$ cat src/sv/utf8vd_pkg.sv
// ----------------------------------------------------------------------------
// UTF-8 validating decoder package
// Widths, status codes, code point limits and lead byte helpers.
// ----------------------------------------------------------------------------
package utf8vd_pkg;

   localparam int BYTE_WIDTH = 8;
   localparam int CP_WIDTH   = 21;
   localparam int ST_WIDTH   = 2;
   localparam int LEN_WIDTH  = 3;

   localparam logic [ST_WIDTH-1:0] ST_OK       = 2'd0;
   localparam logic [ST_WIDTH-1:0] ST_BAD_ENC  = 2'd1;
   localparam logic [ST_WIDTH-1:0] ST_TRUNC    = 2'd2;
   localparam logic [ST_WIDTH-1:0] ST_BAD_CHAR = 2'd3;

   localparam logic [CP_WIDTH-1:0] MIN_CP_LEN2 = 21'h000080;
   localparam logic [CP_WIDTH-1:0] MIN_CP_LEN3 = 21'h000800;
   localparam logic [CP_WIDTH-1:0] MIN_CP_LEN4 = 21'h010000;
   localparam logic [CP_WIDTH-1:0] MAX_CP      = 21'h10FFFF;
   localparam logic [CP_WIDTH-1:0] NONCHAR_LO  = 21'h00FDD0;
   localparam logic [CP_WIDTH-1:0] NONCHAR_HI  = 21'h00FDEF;
   localparam logic [CP_WIDTH-1:0] SURR_LO     = 21'h00D800;
   localparam logic [CP_WIDTH-1:0] SURR_HI     = 21'h00DFFF;
   localparam logic [15:0]         PLANE_END   = 16'hFFFE;

   // Sequence length announced by a lead byte; zero for a byte that cannot lead.
   function automatic logic [LEN_WIDTH-1:0] lead_length(input logic [BYTE_WIDTH-1:0] b);
      logic [LEN_WIDTH-1:0] len;
      len = 3'd0;
      if (b[7] == 1'b0) begin
         len = 3'd1;
      end else if (b[7:5] == 3'b110) begin
         len = 3'd2;
      end else if (b[7:4] == 4'b1110) begin
         len = 3'd3;
      end else if (b[7:3] == 5'b11110) begin
         len = 3'd4;
      end
      return len;
   endfunction

   // Value bits that a lead byte of the given length carries.
   function automatic logic [BYTE_WIDTH-1:0] lead_bits(input logic [BYTE_WIDTH-1:0] b,
                                                       input logic [LEN_WIDTH-1:0] len);
      logic [BYTE_WIDTH-1:0] bits;
      case (len)
         3'd2:    bits = b & 8'h1F;
         3'd3:    bits = b & 8'h0F;
         default: bits = b & 8'h07;
      endcase
      return bits;
   endfunction

   function automatic logic [CP_WIDTH-1:0] overlong_min(input logic [LEN_WIDTH-1:0] len);
      logic [CP_WIDTH-1:0] lim;
      case (len)
         3'd2:    lim = MIN_CP_LEN2;
         3'd3:    lim = MIN_CP_LEN3;
         default: lim = MIN_CP_LEN4;
      endcase
      return lim;
   endfunction

   function automatic logic invalid_char(input logic [CP_WIDTH-1:0] c);
      return (c >= SURR_LO && c <= SURR_HI) ||
             (c >= NONCHAR_LO && c <= NONCHAR_HI) ||
             ((c[15:0] & PLANE_END) == PLANE_END) ||
             (c > MAX_CP);
   endfunction

endpackage

$ cat src/sv/utf8_validating_decoder.sv
// ----------------------------------------------------------------------------
// UTF-8 validating decoder
// Decodes a byte stream into code points, flagging bad encodings,
// truncated sequences and invalid characters.
// ----------------------------------------------------------------------------
//  Channel | Direction | Handshake          | Word
//  req_    | in        | req_valid/stall    | data_byte, end_of_text
//  rsp_    | out       | rsp_valid/stall    | code_point, status, bytes_used
//
// One word is taken per cycle while the input is not stalled; a word is held in the
// input register and any result it completes is registered in the result register.
// The decode is a single pass over the input register and the sequence state.
// Reset is synchronous and closes any open sequence.
// A held result stalls the input only once the input register is also full.
// ----------------------------------------------------------------------------
module utf8_validating_decoder (
   input  logic                                 clock,
   input  logic                                 reset,
   input  logic                                 req_valid,
   output logic                                 req_stall,
   input  logic [utf8vd_pkg::BYTE_WIDTH-1:0]    req_data_byte,
   input  logic                                 req_end_of_text,
   output logic                                 rsp_valid,
   input  logic                                 rsp_stall,
   output logic [utf8vd_pkg::CP_WIDTH-1:0]      rsp_code_point,
   output logic [utf8vd_pkg::ST_WIDTH-1:0]      rsp_status,
   output logic [utf8vd_pkg::LEN_WIDTH-1:0]     rsp_bytes_used
);
   import utf8vd_pkg::*;

   logic                   stg_valid_ff, stg_valid_in;
   logic [BYTE_WIDTH-1:0]  stg_byte_ff;
   logic                   stg_eot_ff;

   logic [CP_WIDTH-1:0]    payload_ff, payload_in;
   logic [LEN_WIDTH-1:0]   exp_len_ff, exp_len_in;
   logic [LEN_WIDTH-1:0]   seen_ff, seen_in;
   logic                   fault_ff, fault_in;

   logic                   rsp_valid_ff, rsp_valid_in;
   logic [CP_WIDTH-1:0]    rsp_cp_ff;
   logic [ST_WIDTH-1:0]    rsp_status_ff;
   logic [LEN_WIDTH-1:0]   rsp_used_ff;

   logic                   advance;
   logic                   seq_open;
   logic [LEN_WIDTH-1:0]   lead_len;
   logic [CP_WIDTH-1:0]    pay_acc;
   logic [LEN_WIDTH-1:0]   seen_acc;
   logic                   fault_acc;
   logic                   res_fire;
   logic [CP_WIDTH-1:0]    res_cp;
   logic [ST_WIDTH-1:0]    res_status;
   logic [LEN_WIDTH-1:0]   res_used;

   assign advance      = stg_valid_ff && (!rsp_valid_ff || !rsp_stall);
   assign req_stall    = stg_valid_ff && !advance;
   assign stg_valid_in = req_stall ? stg_valid_ff : req_valid;

   assign seq_open = (exp_len_ff >= 3'd2) && (exp_len_ff <= 3'd4) &&
                     (seen_ff != 3'd0) && (seen_ff < exp_len_ff);
   assign lead_len  = lead_length(stg_byte_ff);
   assign pay_acc   = {payload_ff[CP_WIDTH-7:0], stg_byte_ff[5:0]};
   assign seen_acc  = LEN_WIDTH'(seen_ff + 3'd1);
   assign fault_acc = fault_ff || (stg_byte_ff[7:6] != 2'b10);

   always_comb begin
      payload_in = payload_ff;
      exp_len_in = exp_len_ff;
      seen_in    = seen_ff;
      fault_in   = fault_ff;
      res_fire   = 1'b0;
      res_cp     = '0;
      res_status = ST_OK;
      res_used   = 3'd1;
      if (!seq_open) begin
         // No sequence open: this word is a lead byte.
         payload_in = '0;
         exp_len_in = '0;
         seen_in    = '0;
         fault_in   = 1'b0;
         if (lead_len == 3'd1) begin
            res_fire = 1'b1;
            res_cp   = CP_WIDTH'(stg_byte_ff);
         end else if (lead_len == 3'd0) begin
            res_fire   = 1'b1;
            res_status = ST_BAD_ENC;
         end else if (stg_eot_ff) begin
            res_fire   = 1'b1;
            res_status = ST_TRUNC;
         end else begin
            payload_in = CP_WIDTH'(lead_bits(stg_byte_ff, lead_len));
            exp_len_in = lead_len;
            seen_in    = 3'd1;
         end
      end else if (seen_acc < exp_len_ff) begin
         if (stg_eot_ff) begin
            // Truncation wins over any bad tail seen so far.
            payload_in = '0;
            exp_len_in = '0;
            seen_in    = '0;
            fault_in   = 1'b0;
            res_fire   = 1'b1;
            res_status = ST_TRUNC;
            res_used   = seen_acc;
         end else begin
            payload_in = pay_acc;
            seen_in    = seen_acc;
            fault_in   = fault_acc;
         end
      end else begin
         payload_in = '0;
         exp_len_in = '0;
         seen_in    = '0;
         fault_in   = 1'b0;
         res_fire   = 1'b1;
         res_used   = exp_len_ff;
         if (fault_acc || (pay_acc < overlong_min(exp_len_ff))) begin
            res_status = ST_BAD_ENC;
         end else if (invalid_char(pay_acc)) begin
            res_status = ST_BAD_CHAR;
            res_cp     = pay_acc;
         end else begin
            res_cp = pay_acc;
         end
      end
   end

   assign rsp_valid_in = advance ? res_fire : (rsp_valid_ff && rsp_stall);

   always_ff @(posedge clock) begin
      if (reset) begin
         stg_valid_ff <= 1'b0;
         rsp_valid_ff <= 1'b0;
         payload_ff   <= '0;
         exp_len_ff   <= '0;
         seen_ff      <= '0;
         fault_ff     <= 1'b0;
      end else begin
         stg_valid_ff <= stg_valid_in;
         rsp_valid_ff <= rsp_valid_in;
         if (advance) begin
            payload_ff <= payload_in;
            exp_len_ff <= exp_len_in;
            seen_ff    <= seen_in;
            fault_ff   <= fault_in;
         end
      end
   end

   always_ff @(posedge clock) begin
      if (req_valid && !req_stall) begin
         stg_byte_ff <= req_data_byte;
         stg_eot_ff  <= req_end_of_text;
      end
      if (advance && res_fire) begin
         rsp_cp_ff     <= res_cp;
         rsp_status_ff <= res_status;
         rsp_used_ff   <= res_used;
      end
   end

   assign rsp_valid      = rsp_valid_ff;
   assign rsp_code_point = rsp_cp_ff;
   assign rsp_status     = rsp_status_ff;
   assign rsp_bytes_used = rsp_used_ff;

endmodule

$ cat config.mk
export PLATFORM = sky130hd
export DESIGN_NAME = utf8_validating_decoder
export DESIGN_NICKNAME = d
export VERILOG_FILES = /design/src/sv/utf8vd_pkg.sv /design/src/sv/utf8_validating_decoder.sv
export SDC_FILE = /design/constraint.sdc
export NUM_CORES = 1
export LEC_CHECK = 0
export BUFFER_PORTS_ARGS = -buffer_cell sky130_fd_sc_hd__buf_2
export CELL_PAD_IN_SITES_DETAIL_PLACEMENT = 0
export CELL_PAD_IN_SITES_GLOBAL_PLACEMENT = 1
export CORE_MARGIN = 4
export CORE_UTILIZATION = 39
export CTS_CLUSTER_DIAMETER = 30
export DETAILED_ROUTE_END_ITERATION = 12
export GPL_TIMING_DRIVEN = 1
export PLACE_DENSITY = 0.75
export REMOVE_ABC_BUFFERS = 1
export SLEW_MARGIN = 15
export SYNTH_ARGS = -nofsm -noshare
export SYNTH_HDL_FRONTEND = slang
export SYNTH_SLANG_ARGS = --single-unit
$ cat constraint.sdc
create_clock -name clock -period 2.7 [get_ports clock]
set_input_delay 0.27 -clock clock [delete_from_list [all_inputs] [get_ports clock]]
set_output_delay 0.27 -clock clock [all_outputs]
set_load 0.01 [all_outputs]
==> run_results.csv <==
group,metric,value,unit
status,status,"completed",
cells_and_area,synthToLayoutAreaGrowth,20.2,%
cts,ctsResizeCount,0,
timing,slew_headroom,46.8,%
placement,dpl_cell_area,3000,sq um
cells_and_area,layout.nets,319,
detailed_routing,wl,5.65,mm
detailed_routing,ant_nets,0,
cts,path_clk_slew,0.06,ns
synth,ys_types,44,
global_route,grt.total_usage,15.0,%
detailed_routing,vias,1950,
placement,dpl_worst_slack,0.172,ns
setup_path,setup.worst_path.start_class,"flop",
detailed_routing,vias_per_cell,5.13,
cts,cts_buffers,9,
setup_path,end_kind,"flop",
synth,ys.flop_type,"edfxtp_1",
cts,clk_latency,0.34,ns
detailed_routing,dr.pass1.iters,4,
floorplan,io_pins,41,
timing,max_freq,0.394,GHz
global_route,antenna_found_initial,0,
detailed_routing,drt-initial-drc-count,72,
synth,synth-seq-cells,59,
timing,setup_ws,0.159,ns
floorplan,start_util,41.0,%
cells_and_area,final_common_cell,"buf_2",
synth,synth.yosys.seq_area_share,57.9,%
detailed_routing,post_drt_wl_per_cell,14.9,um
cts,clockBufferDepth,2,
timing,rsz0062_at_grt,"false",
pwr,ir_worst_vdd,0.392,mV
global_route,grt_start_max_net_pins,30,
global_route,grt_pass1_wl,9.71,mm
synth,yosysWarningCount,0,
synth,synth_top_area_share,39.7,%
synth,syn-cell-area,2650,sq um
synth,async_reset_ff_share,0,%
timing,finalSetupViolations,0,
floorplan,row_count,29,
synth,synthCells,248,
cts,clock_sinks,59,
cts,clock-root-buffer,"clkbuf_8",
pwr,p_leak,1.21,nW
setup_path,path_max_fanout,29,
timing,tightest_slew,0.797,ns
worst_hold_path,worstHoldPathType,"input port to flop",
placement,dpl.hpwl,3.95,mm
cts,post-cts-setup-buffers,0,
global_route,grt_pass1_vias,1945,
timing,hold_viol,0,
timing,period_needed,2.54,ns
synth,synth_enable_flop_cells,35,
cells_and_area,mostFrequentLayoutCells,"buf_2, edfxtp_1, nand2_1",
timing,finalMaxSlewViolations,0,
cts,hold_buffers,0,
cts,cts_tree,"done",
pwr,p_total,1.91,mW
floorplan,dieHeight,90.4,um
floorplan,fp.coreArea,6460,sq um
cells_and_area,design_area,3180,sq um
cells_and_area,diodes,0,
synth,syn_avg_cell_area,10.7,sq um
setup_path,critPathRequiredTime,2.74,ns
global_route,grt-ovfl-total,0,
floorplan,die_w,90.4,um
synth,synth.area.top_cells,"edfxtp_1, dfxtp_1, nand2_1",
timing,clock_skew,0.00726,ns
synth,synth_top_cell_by_area,"edfxtp_1",
cells_and_area,final_core_util,49.2,%
setup_path,path_class,"flop to flop",
pwr,powerDensity,600,nW/um^2
cells_and_area,drive_above_1_share,22.8,%
timing,finalCritPeriodShare,94.1,%
placement,port_buffers,40,
cts,cts_max_level,3,
floorplan,die_area,8160,sq um
placement,gp_congestion,0.816,
setup_path,critical_path_arrival,2.58,ns
run,maxCapViolations,0,
detailed_routing,drcViolationCount,0,
==> per-stage QoR <==
| stage | hold slack, ns | setup TNS, ns | std cells |
|---|---|---|---|
| floorplan | 0.339 | -1.55 | 236 |
| global placement | 0.448 | 0 | 364 |
| detailed placement | 0.448 | 0 | 364 |
| CTS | 0.0864 | 0 | 380 |
| global route | 0.0877 | 0 | 380 |
| finish | 0.102 | 0 | 380 |
==> layout make-up <==
class | instances | area [sq um]
Timing Repair Buffer | 51 | 308
Tap cell | 77 | 96.3
Inverter | 9 | 33.8
Clock buffer | 12 | 135
Multi-Input combinational cell | 168 | 1030
Clock inverter | 4 | 42.5
Sequential cell | 59 | 1530
Fill cell | 625 | 3280
==> layer usage <==
layer,track usage [%],share of wire [%],up-vias,wire [um]
met5,0,0,-,0
met2,24.8,48,42,2690
met3,5.42,5.3,10,302
li1,-,-,989,-
met1,18.3,46,909,2580
met4,4.97,1.3,0,71
==> synth_stat cells, drive strengths merged (5+ instances only) <==
master / number
o21ai: 5
nor2: 19
o21a: 6
nand3: 8
ha: 8
dfxtp: 24
nor3: 6
nand4: 5
nand2: 34
edfxtp: 35
a21oi: 22
and2: 15
clkbuf: 9
inv: 9
==> worst max-delay path, stage by stage, from the launching register on <==
cell	delay (ns)
dfxtp_1	0.37
inv_1	0.05
ha_1	0.31
ha_1	0.28
a21bo_2	0.22
a21oi_1	0.26
a2111oi_4	0.08
a311o_1	0.37
inv_2	0.08
buf_12	0.19
==> where the power goes <==
group	leakage [nW]	internal [mW]	switching (mW)
clock	0.0894	0.419	0.329
sequential	0.524	0.988	0.0232
combinational	0.597	0.0603	0.0872
==> flip-flops by register name (all words and copies together) (netlist names) <==
name / cells
payload_ff: 15
fault_ff: 1
exp_len_ff: 3
rsp_bytes_used: 3
seen_ff: 3
stg_byte_ff: 8
stg_valid_ff: 1
rsp_valid: 1
rsp_status: 2
rsp_code_point: 21
stg_eot_ff: 1
==> path summary, 6_finish.rpt <==
| kind | startpoint | endpoint | slack, ns | cells past startpoint |
|---|---|---|---|---|
| max | seen_ff[1] | rsp_bytes_used[2] | 0.16 | 9 |
| min | req_end_of_text | stg_eot_ff | 0.10 | 1 |
| max reg2reg | seen_ff[1] | rsp_bytes_used[2] | 0.16 | 9 |
| min reg2reg | fault_ff | fault_ff | 0.47 | 2 |
==> cell families after synthesis <==
logic type	synth area share (%)
compound gates	13.8
simple gates	19.3
xor+xnor	0.994
mux	1.14
fa+ha+maj	3.78
flops	57.9
buf+inv	3.07
Note: power is estimated with default switching activity, not from simulation.
